[src/rtl/core/dsp_pkg.sv]
// Shared types and constants of the duration string parser.
package dsp_pkg;

    typedef struct packed {
        logic [7:0] ch;
        logic       last;
    } t_in;

    typedef struct packed {
        logic [62:0] value_ns;
        logic        status;
    } t_out;

    typedef enum logic [2:0] {
        PH_WS          = 3'd0,
        PH_SIGN        = 3'd1,
        PH_DIGITS      = 3'd2,
        PH_SUFFIX1     = 3'd3,
        PH_SUFFIX_DONE = 3'd4,
        PH_ENDED       = 3'd5
    } t_phase;

    typedef enum logic [1:0] {
        UNIT_NONE = 2'd0,
        UNIT_S    = 2'd1,
        UNIT_MS   = 2'd2,
        UNIT_US   = 2'd3
    } t_unit;

    typedef struct packed {
        logic [62:0] magnitude;
        t_unit       unit;
        logic        err;
    } t_fin;

    typedef struct packed {
        logic [61:0] prod_lo;
        logic [30:0] prod_hi;
        logic        sat;
        logic        err;
    } t_prod;

    localparam logic [62:0] VAL_MAX = {63{1'b1}};

    localparam logic [29:0] FACTOR_NONE = 30'd1;
    localparam logic [29:0] FACTOR_S    = 30'd1000000000;
    localparam logic [29:0] FACTOR_MS   = 30'd1000000;
    localparam logic [29:0] FACTOR_US   = 30'd1000;

    localparam logic [62:0] LIMIT_NONE = VAL_MAX;
    localparam logic [62:0] LIMIT_S    = 63'(64'h7FFF_FFFF_FFFF_FFFF / 64'd1000000000);
    localparam logic [62:0] LIMIT_MS   = 63'(64'h7FFF_FFFF_FFFF_FFFF / 64'd1000000);
    localparam logic [62:0] LIMIT_US   = 63'(64'h7FFF_FFFF_FFFF_FFFF / 64'd1000);

    localparam logic [7:0] CH_NUL      = 8'h00;
    localparam logic [7:0] CH_TAB      = 8'h09;
    localparam logic [7:0] CH_CR       = 8'h0D;
    localparam logic [7:0] CH_SPACE    = 8'h20;
    localparam logic [7:0] CH_PLUS     = 8'h2B;
    localparam logic [7:0] CH_MINUS    = 8'h2D;
    localparam logic [7:0] CH_ZERO     = 8'h30;
    localparam logic [7:0] CH_NINE     = 8'h39;
    localparam logic [7:0] CH_UP_A     = 8'h41;
    localparam logic [7:0] CH_UP_Z     = 8'h5A;
    localparam logic [7:0] CH_CASE_OFS = 8'h20;
    localparam logic [7:0] CH_LO_M     = 8'h6D;
    localparam logic [7:0] CH_LO_N     = 8'h6E;
    localparam logic [7:0] CH_LO_S     = 8'h73;
    localparam logic [7:0] CH_LO_U     = 8'h75;

endpackage

[src/rtl/core/dsp_parse.sv]
// Character state machine and the register holding each finished string.
module dsp_parse (
    input  logic          i_clk,
    input  logic          i_rst_n,
    input  logic          i_in_valid,
    output logic          o_in_ready,
    input  dsp_pkg::t_in  i_in_data,
    output logic          o_fin_valid,
    input  logic          i_fin_ready,
    output dsp_pkg::t_fin o_fin
);

    dsp_pkg::t_phase r_phase, n_phase;
    logic [62:0]     r_mag, n_mag;
    logic            r_minus, n_minus;
    logic            r_digit, n_digit;
    dsp_pkg::t_unit  r_unit, n_unit;
    logic            r_bad, n_bad;

    logic            r_fin_valid;
    dsp_pkg::t_fin   r_fin;
    dsp_pkg::t_fin   fin_next;

    logic            accept;
    logic [7:0]      c;
    logic [7:0]      lc;
    logic [7:0]      dval;
    logic            is_digit;
    logic            is_space;
    logic [66:0]     wide;
    logic [62:0]     mag_add;

    assign o_in_ready = !r_fin_valid || i_fin_ready;
    assign accept     = i_in_valid && o_in_ready;

    assign c        = i_in_data.ch;
    assign lc       = (c >= dsp_pkg::CH_UP_A && c <= dsp_pkg::CH_UP_Z) ?
                      c + dsp_pkg::CH_CASE_OFS : c;
    assign is_digit = (c >= dsp_pkg::CH_ZERO) && (c <= dsp_pkg::CH_NINE);
    assign is_space = (c == dsp_pkg::CH_SPACE) ||
                      ((c >= dsp_pkg::CH_TAB) && (c <= dsp_pkg::CH_CR));
    assign dval     = c - dsp_pkg::CH_ZERO;

    // Ten times the magnitude plus the digit; anything above 63 bits saturates.
    assign wide    = {r_mag, 3'b000} + {2'b00, r_mag, 1'b0} + {63'd0, dval[3:0]};
    assign mag_add = (wide[66:63] != 4'd0) ? dsp_pkg::VAL_MAX : wide[62:0];

    always_comb begin
        n_phase = r_phase;
        n_mag   = r_mag;
        n_minus = r_minus;
        n_digit = r_digit;
        n_unit  = r_unit;
        n_bad   = r_bad;
        if (!r_bad && r_phase != dsp_pkg::PH_ENDED) begin
            if (c == dsp_pkg::CH_NUL) begin
                if (r_phase == dsp_pkg::PH_SUFFIX1) begin
                    n_bad = 1'b1;
                end else begin
                    n_phase = dsp_pkg::PH_ENDED;
                end
            end else begin
                unique case (r_phase)
                    dsp_pkg::PH_WS: begin
                        if (is_space) begin
                            n_phase = r_phase;
                        end else if (c == dsp_pkg::CH_PLUS || c == dsp_pkg::CH_MINUS) begin
                            n_minus = (c == dsp_pkg::CH_MINUS);
                            n_phase = dsp_pkg::PH_SIGN;
                        end else if (is_digit) begin
                            n_mag   = mag_add;
                            n_digit = 1'b1;
                            n_phase = dsp_pkg::PH_DIGITS;
                        end else begin
                            n_bad = 1'b1;
                        end
                    end
                    dsp_pkg::PH_SIGN: begin
                        if (is_digit) begin
                            n_mag   = mag_add;
                            n_digit = 1'b1;
                            n_phase = dsp_pkg::PH_DIGITS;
                        end else begin
                            n_bad = 1'b1;
                        end
                    end
                    dsp_pkg::PH_DIGITS: begin
                        if (is_digit) begin
                            n_mag   = mag_add;
                            n_digit = 1'b1;
                        end else if (lc == dsp_pkg::CH_LO_S) begin
                            n_unit  = dsp_pkg::UNIT_S;
                            n_phase = dsp_pkg::PH_SUFFIX_DONE;
                        end else if (lc == dsp_pkg::CH_LO_M) begin
                            n_unit  = dsp_pkg::UNIT_MS;
                            n_phase = dsp_pkg::PH_SUFFIX1;
                        end else if (lc == dsp_pkg::CH_LO_U) begin
                            n_unit  = dsp_pkg::UNIT_US;
                            n_phase = dsp_pkg::PH_SUFFIX1;
                        end else if (lc == dsp_pkg::CH_LO_N) begin
                            n_unit  = dsp_pkg::UNIT_NONE;
                            n_phase = dsp_pkg::PH_SUFFIX1;
                        end else begin
                            n_bad = 1'b1;
                        end
                    end
                    dsp_pkg::PH_SUFFIX1: begin
                        if (lc == dsp_pkg::CH_LO_S) begin
                            n_phase = dsp_pkg::PH_SUFFIX_DONE;
                        end else begin
                            n_bad = 1'b1;
                        end
                    end
                    default: begin
                        n_bad = 1'b1;
                    end
                endcase
            end
        end
    end

    always_comb begin
        fin_next.magnitude = n_mag;
        fin_next.unit      = n_unit;
        fin_next.err       = n_bad || !n_digit || (n_phase == dsp_pkg::PH_SUFFIX1) ||
                             (n_minus && (n_mag != 63'd0));
    end

    always_ff @(posedge i_clk) begin
        if (!i_rst_n) begin
            r_phase <= dsp_pkg::PH_WS;
            r_mag   <= 63'd0;
            r_minus <= 1'b0;
            r_digit <= 1'b0;
            r_unit  <= dsp_pkg::UNIT_NONE;
            r_bad   <= 1'b0;
        end else if (accept) begin
            if (i_in_data.last) begin
                r_phase <= dsp_pkg::PH_WS;
                r_mag   <= 63'd0;
                r_minus <= 1'b0;
                r_digit <= 1'b0;
                r_unit  <= dsp_pkg::UNIT_NONE;
                r_bad   <= 1'b0;
            end else begin
                r_phase <= n_phase;
                r_mag   <= n_mag;
                r_minus <= n_minus;
                r_digit <= n_digit;
                r_unit  <= n_unit;
                r_bad   <= n_bad;
            end
        end
    end

    always_ff @(posedge i_clk) begin
        if (!i_rst_n) begin
            r_fin_valid <= 1'b0;
        end else if (o_in_ready) begin
            r_fin_valid <= accept && i_in_data.last;
        end
    end

    always_ff @(posedge i_clk) begin
        if (accept && i_in_data.last) begin
            r_fin <= fin_next;
        end
    end

    assign o_fin_valid = r_fin_valid;
    assign o_fin       = r_fin;

    a_clear_after_last: assert property (@(posedge i_clk) disable iff (!i_rst_n)
        accept && i_in_data.last |=>
            r_phase == dsp_pkg::PH_WS && r_mag == 63'd0 && !r_bad && !r_digit)
        else $error("parser state not cleared after the final character");

    a_fin_from_last: assert property (@(posedge i_clk) disable iff (!i_rst_n)
        $rose(r_fin_valid) |-> $past(accept && i_in_data.last))
        else $error("finished string without a final character transfer");

endmodule

[src/rtl/core/dsp_scale.sv]
// Two-stage scaling of the parsed value to nanoseconds, with saturation.
module dsp_scale (
    input  logic          i_clk,
    input  logic          i_rst_n,
    input  logic          i_fin_valid,
    output logic          o_fin_ready,
    input  dsp_pkg::t_fin i_fin,
    output logic          o_out_valid,
    input  logic          i_out_ready,
    output dsp_pkg::t_out o_out_data
);

    logic [29:0]    factor;
    logic [62:0]    limit;
    logic [61:0]    p_lo;
    logic [60:0]    p_hi;
    dsp_pkg::t_prod prod_next;

    logic           r_s1_valid;
    dsp_pkg::t_prod r_s1;
    logic           s1_ready;

    logic [62:0]    sum;
    dsp_pkg::t_out  out_next;
    logic           r_out_valid;
    dsp_pkg::t_out  r_out;

    always_comb begin
        unique case (i_fin.unit)
            dsp_pkg::UNIT_S: begin
                factor = dsp_pkg::FACTOR_S;
                limit  = dsp_pkg::LIMIT_S;
            end
            dsp_pkg::UNIT_MS: begin
                factor = dsp_pkg::FACTOR_MS;
                limit  = dsp_pkg::LIMIT_MS;
            end
            dsp_pkg::UNIT_US: begin
                factor = dsp_pkg::FACTOR_US;
                limit  = dsp_pkg::LIMIT_US;
            end
            default: begin
                factor = dsp_pkg::FACTOR_NONE;
                limit  = dsp_pkg::LIMIT_NONE;
            end
        endcase
    end

    // The magnitude is split into a 32-bit and a 31-bit half for the multiply.
    assign p_lo = i_fin.magnitude[31:0] * factor;
    assign p_hi = i_fin.magnitude[62:32] * factor;

    always_comb begin
        prod_next.prod_lo = p_lo;
        prod_next.prod_hi = p_hi[30:0];
        prod_next.sat     = i_fin.magnitude > limit;
        prod_next.err     = i_fin.err;
    end

    assign s1_ready    = !r_out_valid || i_out_ready;
    assign o_fin_ready = !r_s1_valid || s1_ready;

    always_ff @(posedge i_clk) begin
        if (!i_rst_n) begin
            r_s1_valid <= 1'b0;
        end else if (o_fin_ready) begin
            r_s1_valid <= i_fin_valid;
        end
    end

    always_ff @(posedge i_clk) begin
        if (i_fin_valid && o_fin_ready) begin
            r_s1 <= prod_next;
        end
    end

    assign sum = {r_s1.prod_hi, 32'd0} + {1'b0, r_s1.prod_lo};

    always_comb begin
        if (r_s1.err) begin
            out_next.value_ns = 63'd0;
            out_next.status   = 1'b1;
        end else if (r_s1.sat) begin
            out_next.value_ns = dsp_pkg::VAL_MAX;
            out_next.status   = 1'b0;
        end else begin
            out_next.value_ns = sum;
            out_next.status   = 1'b0;
        end
    end

    always_ff @(posedge i_clk) begin
        if (!i_rst_n) begin
            r_out_valid <= 1'b0;
        end else if (s1_ready) begin
            r_out_valid <= r_s1_valid;
        end
    end

    always_ff @(posedge i_clk) begin
        if (r_s1_valid && s1_ready) begin
            r_out <= out_next;
        end
    end

    assign o_out_valid = r_out_valid;
    assign o_out_data  = r_out;

    a_error_is_zero: assert property (@(posedge i_clk) disable iff (!i_rst_n)
        r_out_valid && r_out.status |-> r_out.value_ns == 63'd0)
        else $error("error result carries a nonzero value");

    a_saturates: assert property (@(posedge i_clk) disable iff (!i_rst_n)
        r_s1_valid && s1_ready && !r_s1.err && r_s1.sat |=>
            r_out_valid && r_out.value_ns == dsp_pkg::VAL_MAX)
        else $error("overflowing product not saturated");

endmodule

[src/rtl/core/duration_string_parser_top.sv]
// Top level of the duration string parser. Characters of a duration string
// arrive one per transfer, the final one marked by last; leading whitespace,
// an optional sign, decimal digits and an optional s, ms, us or ns suffix are
// recognised, and one result in nanoseconds, saturated to 2^63-1, follows each
// string, with status set and a zero value for a malformed or negative string.
// The block takes one character every cycle while the result side keeps up;
// the result for a string passes through the result register of the character
// stage, loaded at the edge that transfers its final character, and then the
// two register stages of the constant multiply that scales the value.
module duration_string_parser_top (
    input  logic          i_clk,
    input  logic          i_rst_n,
    input  logic          i_in_valid,
    output logic          o_in_ready,
    input  dsp_pkg::t_in  i_in_data,
    output logic          o_out_valid,
    input  logic          i_out_ready,
    output dsp_pkg::t_out o_out_data
);

    logic          fin_valid;
    logic          fin_ready;
    dsp_pkg::t_fin fin;

    dsp_parse u_parse (
        .i_clk       (i_clk),
        .i_rst_n     (i_rst_n),
        .i_in_valid  (i_in_valid),
        .o_in_ready  (o_in_ready),
        .i_in_data   (i_in_data),
        .o_fin_valid (fin_valid),
        .i_fin_ready (fin_ready),
        .o_fin       (fin)
    );

    dsp_scale u_scale (
        .i_clk       (i_clk),
        .i_rst_n     (i_rst_n),
        .i_fin_valid (fin_valid),
        .o_fin_ready (fin_ready),
        .i_fin       (fin),
        .o_out_valid (o_out_valid),
        .i_out_ready (i_out_ready),
        .o_out_data  (o_out_data)
    );

endmodule
[config.mk]
export PLATFORM = sky130hd
export DESIGN_NAME = duration_string_parser_top
export DESIGN_NICKNAME = d
export VERILOG_FILES = /design/src/rtl/core/dsp_pkg.sv /design/src/rtl/core/dsp_parse.sv /design/src/rtl/core/dsp_scale.sv /design/src/rtl/core/duration_string_parser_top.sv
export SDC_FILE = /design/constraint.sdc
export NUM_CORES = 2
export LEC_CHECK = 0
export BUFFER_PORTS_ARGS = -buffer_cell sky130_fd_sc_hd__buf_4
export CORE_MARGIN = 8
export CORE_UTILIZATION = 30
export DETAILED_ROUTE_END_ITERATION = 7
export SETUP_SLACK_MARGIN = 0.15
export SYNTH_ARGS = -nofsm -noshare
export SYNTH_HDL_FRONTEND = slang
export SYNTH_SLANG_ARGS = --single-unit
[constraint.sdc]
create_clock -name i_clk -period 13.7 [get_ports i_clk]
set_input_delay 2.74 -clock i_clk [delete_from_list [all_inputs] [get_ports i_clk]]
set_output_delay 2.74 -clock i_clk [all_outputs]
set_load 0.01 [all_outputs]
**After elaboration in Yosys (flattened, before gate mapping)**

Index checks and enable logic that the tools add are counted.

- Flip-flop bits (word level): 299

- Add/subtract/negate cells: 5
- Multiply operators: 2
- Order comparisons: 7
- Equal/unequal tests: 15
- Muxes and demuxes: 62
- Reduce and logical (&&, ||, !) cells: 27

Operator list:

| operator | count |
|---|---|
| 63-bit 2-to-1 mux | 7 |
| 63-bit one-hot mux with 3 select lines | 1 |
| 63-bit one-hot mux with 2 select lines | 1 |
| 30-bit one-hot mux with 3 select lines | 1 |
| 66-bit by 64-bit adder with 67-bit output | 1 |
| 67-bit by 4-bit adder with 67-bit output | 1 |
| 64-bit 2-to-1 mux | 1 |
| 63-bit by 62-bit adder with 63-bit output | 1 |
| 63-bit greater-than comparator | 1 |
| 63-bit nonzero test | 1 |
| 32-bit by 30-bit multiplier with 62-bit output | 1 |
| 3-bit 2-to-1 mux | 13 |
| 8-bit by 7-bit equality test with 1-bit output, second input constant | 4 |
| 31-bit by 30-bit multiplier with 31-bit output | 1 |
| 1-bit 2-to-1 mux | 25 |
| 8-bit by 6-bit equality test with 1-bit output, second input constant | 3 |
| 2-bit 2-to-1 mux | 9 |
| 3-bit one-hot mux with 4 select lines | 1 |
| 3-bit by 2-bit equality test with 1-bit output, second input constant | 3 |
| 1-bit logical AND | 9 |
| 8-bit by 6-bit adder with 8-bit output, second input constant | 1 |
| 8-bit by 4-bit >= comparator with 1-bit output, second input constant | 1 |
| 8-bit by 6-bit >= comparator with 1-bit output, second input constant | 1 |
| 8-bit by 7-bit >= comparator with 1-bit output, second input constant | 1 |
| other kinds (17) | 29 |

**Logic depth before layout (Yosys ltp)**

- Word-level depth: 15
- Mapped depth: 37
- Mapped depth without buffers: 33

**By module**

A second synthesis with hierarchy kept.

- Cells, all modules: 5398
- Area, all modules: 52166.3 µm²

Modules (own cells, without submodules):

| module | instances | cells an instance | area an instance (µm²) |
|---|---|---|---|
| dsp_scale | 1 | 4135 | 41264.6 |
| dsp_parse | 1 | 1263 | 10901.7 |

**Worst setup path after synthesis**

Ideal clock, no wire load.

- Kind: input-to-reg
- From: in i_out_ready
- To: reg u_scale.r_s1[0] in the netlist's numbering (enable)
- Library setup time: 0.694 ns
- Data arrival time: 9.707 ns
- Required time: 13.006 ns
- Path slack: 3.299 ns
- Stages on the path: 2
- Buffers on the path: 0
- Cell sequence: nor2b_1 > a21boi_0

- Word-level cells in the longest chain between the ends: 3

RTL lines:

| item | RTL line | RTL |
|---|---|---|
| start, declared | duration_string_parser_top.sv:17 | `input logic i_out_ready,` |
| 1-bit logical OR | dsp_scale.sv:60 | `assign s1_ready = !r_out_valid \|\| i_out_ready;` |
| 1-bit logical OR | dsp_scale.sv:61 | `assign o_fin_ready = !r_s1_valid \|\| s1_ready;` |
| 1-bit logical AND | dsp_scale.sv:72 | `if (i_fin_valid && o_fin_ready) begin` |
| end signal, assigned | dsp_scale.sv:73 | `r_s1 <= prod_next;` |
| end, declared | dsp_scale.sv:20 | `dsp_pkg::t_prod r_s1;` |

No other way between the ends.
A chain may end at the register's enable or synchronous reset.

**Final worst setup path**

- From: reg u_parse.r_fin (netlist bit u_parse.o_fin[2])
- To: reg u_scale.r_s1[93] in the netlist's numbering (data pin)

- Word-level cells in the longest chain between the ends: 3

RTL lines:

| item | RTL line | RTL |
|---|---|---|
| start, declared | dsp_parse.sv:21 | `dsp_pkg::t_fin r_fin;` |
| start signal, assigned | dsp_parse.sv:166 | `r_fin <= fin_next;` |
| 2-bit equality test / 2-bit by 1-bit equality test with 1-bit output (equally long branches) | dsp_scale.sv:29 | `unique case (i_fin.unit)` |
| 30-bit one-hot mux with 3 select lines (*) | dsp_scale.sv:29 |  |
| 32-bit by 30-bit multiplier with 62-bit output (*) | dsp_scale.sv:50 | `assign p_lo = i_fin.magnitude[31:0] * factor;` |
| named net u_scale.p_lo[60] | dsp_scale.sv:15 | `logic [61:0] p_lo;` |

The timed path passes the listed nets; every way through them passes the cells marked *.

==> impl_results.md <==
- Critical path's slowest cell: ha_2
- P&R area growth vs syn: 8.54%
- Synth cell types: 84
- Initial Utilization: 0.302
- H-Tree Depth: 2
- Yosys top cell by area: fa_1
- Chip Width: 429 um
- Placed cell count: 7,427
- Post-CTS Repair Setup Buffers: 0
- Initial antenna violation count: 6
- Final Setup Violations: 0
- I/O Buffers: 78
- M1 WL: 62.0 mm
- Worst clock skew: 0.0421 ns
- DP HPWL: 122 mm
- Top-count cell post-synth: inv_1
- Drt total wl: 141 mm
- Die height: 429 um
- Max transition margin: 0.316
- Worst path max stage delay: 0.64 ns
- Vias in the first global route: 38,030
- CTS max path bufs: 3
- PwrDens: 93.7 mW/mm2
- DP Area: 0.0543 mm2
- Routed wl met3: 7.88 mm
- Slew @ Worst Pin: 1.03 ns
- Root Buffer: clkbuf_16
- Worst setup path startpoint: u_parse.o_fin[2]$_DFFE_PP_
- Hold Vio Cnt, Final: 0
- FMAX: 0.0958 GHz
- Vias/cell: 4.77
- WP data arrival: 10.77 ns
- Overall Global Routing Usage: 0.150
- Post-synth EDFFs: 225
- Share of power burned in registers: 0.232
- Mean Syn Cell Area: 9.77 um2
- Critical path type: register to register
- Drt drc: 0
- Worst R2R Start: u_parse.o_fin[2]$_DFFE_PP_
- Post-route insts no fill: 7,499
- Pre-antenna DRT Iters: 5
- Top FF cell, synth: edfxtp_1
- Critical path required time: 14.04 ns
- Leakage: 0.0281 uW
- GRT overflow: 0
- Hold_buf cts: 0
- Crit share post-route: 0.762
- Max_cap viols: 0
- Status: completed
- Net Count, Synth: 6,859
- Total CTS buffers: 39
- Placeable Area: 0.169 mm2
- Internal cell power: 2950 uW
- R2R cell count: 30
- DR WL/cell: 18.8 um
- Final net count: 6,870
- Type of the worst min-delay path: register to register
- Clock power share: 0.200
- Antenna Nets Post-Route: 0
- Design area: 0.0556 mm2
- Met2 Wirelength: 67.1 mm
- CTS tree: done
- Clk_lat worst skew: 0.61 ns
- Area share of the largest cell type after synthesis: 0.297
- Crit Reg-Reg Endpoint: u_scale.r_s1[93]$_DFFE_PP_
- Synth top cells by count: inv_1, ha_1, fa_1
- CP Capture Type: register
- Setup TNS: 0 ns
- Routability cong.: 0.950
- Initial DRC count: 2,195
- Sink Count: 299
- Share of post-route cells with drive strength above 1: 0.0390
- Gate power share: 0.568
- N_diodes: 0
- YS warnings: 0
- Worst Setup Start Kind: register
- RSZ-0062 raised after global routing: no
- Max-slew violation count: 0
- Capture point of the worst path: u_scale.r_s1[93]$_DFFE_PP_
- Die area: 0.184 mm2
- Syn Std Cell Area: 0.0512 mm2
- Net Sw Frac: 0.433
- Ports: 79
- Async SR Flop Fraction: 0
- Cell Rows: 151
- Sequential share of the synthesized area: 0.161
- Register-to-register setup slack: 3.26 ns
- Top layer in use: met4
- VDD IR max: 90.7 uV
- Pin count of the biggest net entering global routing: 77
- First-pass GRT wire length: 220 mm
- Crit path max fanout: 63
- Yosys reg bits: 299
- Crit path top cell by count: fa_1
- Fin crit period: 10.44 ns
- # resized after CTS: 0
- Synth area leaders: fa_1, ha_1, edfxtp_1, inv_1, xnor2_1
- Psw: 2250 uW
- CTS clk-pin slew, worst paths: 0.07 ns
- Total number of vias: 35,750
- Syn Inst Count: 5,239
-- layout by cell type, fill, tap and decap left out, types with 21 or more instances in the layout --
| cell | instances |
|---|---|
| and2_1 | 199 |
| o21a_1 | 21 |
| edfxtp_1 | 225 |
| nand4_1 | 41 |
| nor3_1 | 51 |
| nand3_1 | 42 |
| o22a_1 | 39 |
| nand2b_1 | 34 |
| o22ai_1 | 21 |
| ha_1 | 844 |
| nor2b_1 | 107 |
| clkbuf_16 | 39 |
| a31oi_1 | 22 |
| and3_1 | 31 |
| buf_4 | 104 |
| a22oi_1 | 42 |
| inv_1 | 1168 |
| nand2_1 | 275 |
| o21ai_0 | 101 |
| o21ai_1 | 22 |
| dfxtp_1 | 74 |
| a21o_1 | 93 |
| xnor2_1 | 173 |
| a21oi_1 | 215 |
| nor2_1 | 222 |
| fa_1 | 760 |
| xor2_1 | 64 |
| o21bai_1 | 32 |
-- registers in the layout (all words and copies together) (netlist names) --
name,flops
u_parse.r_phase,3
u_parse.r_mag,63
u_parse.o_fin_valid,1
u_parse.r_digit,1
u_parse.r_unit,2
u_scale.r_s1_valid,1
u_parse.o_fin,66
u_parse.r_minus,1
u_scale.o_out_valid,1
u_scale.o_out_data,64
u_scale.r_s1,95
u_parse.r_bad,1
-- layer usage --
layer  up-vias  GRT usage
met5         -          0
li1      16924          -
met3       173     0.0240
met4         0     0.0384
met1     17760      0.196
met2       893      0.260
-- power groups by stage --
stage               combinational, uW  sequential [uW]  clock, uW
finish                           2960             1210       1040
global route                     3340             1210       1100
detailed placement               2980             1230          0
global placement                 2930             1230          0
floorplan                        2080             1200          0
CTS                              3000             1210       1070
-- cell families (layout without fill, tap and decap cells) --
| group | count (synthesis) | count (layout) | synth area share |
|---|---|---|---|
| AOI/OAI and AO/OA | 718 | 718 | 0.0921 |
| xor gates and xnor gates | 237 | 237 | 0.0405 |
| adders and majority gates | 1607 | 1607 | 0.504 |
| buffers and inverters | 1303 | 1345 | 0.0958 |
| DFF | 299 | 299 | 0.161 |
| muxes | 4 | 4 | 0.000880 |
| and+or+nand+nor | 1071 | 1071 | 0.106 |
-- layout make-up --
class | count | area (um2)
Inverter | 1169 | 4390
Tap cell | 2218 | 2780
Timing Repair Buffer | 104 | 781
Fill cell | 17323 | 114000
Sequential cell | 299 | 8240
Clock buffer | 44 | 995
Multi-Input combinational cell | 3637 | 38100
Clock inverter | 28 | 295
-- how the worst min path moves through the flow --
stage	startpoint	end	slack, ns	depth (start not counted)
after floorplan	u_parse.o_fin[0]$_DFFE_PP_	u_scale.r_s1[0]$_DFFE_PP_	0.40	0
after global placement	u_parse.o_fin[0]$_DFFE_PP_	u_scale.r_s1[0]$_DFFE_PP_	0.41	0
after detailed placement	u_parse.o_fin[0]$_DFFE_PP_	u_scale.r_s1[0]$_DFFE_PP_	0.43	0
after CTS	u_parse.o_fin[0]$_DFFE_PP_	u_scale.r_s1[0]$_DFFE_PP_	0.45	0
after global routing	u_parse.o_fin[0]$_DFFE_PP_	u_scale.r_s1[0]$_DFFE_PP_	0.44	0
final	u_parse.o_fin[0]$_DFFE_PP_	u_scale.r_s1[0]$_DFFE_PP_	0.44	0
-- metrics by stage --
step	total power, uW	util	hold WS (ns)	worst slack (ns)
6_report	5210	0.328	0.442	3.26
5_1_grt	5650	0.328	0.443	2.86
2_1_floorplan	3280	-	0.400	3.30
4_1_cts	5290	0.328	0.447	3.34
3_5_place_dp	4200	0.320	0.433	3.41
3_3_place_gp	4160	0.320	0.410	3.49
-- critical path, delay by kind of cell (launching register included) --
kind | cells | cell delay [ns]
compound gates | 11 | 2.31
xor+xnor | 1 | 0.08
flops | 1 | 0.36
simple gates | 3 | 1.12
fa+ha+maj | 10 | 4.85
buf+inv | 5 | 1.33
No activity file was read; power rests on OpenSTA's default activity.
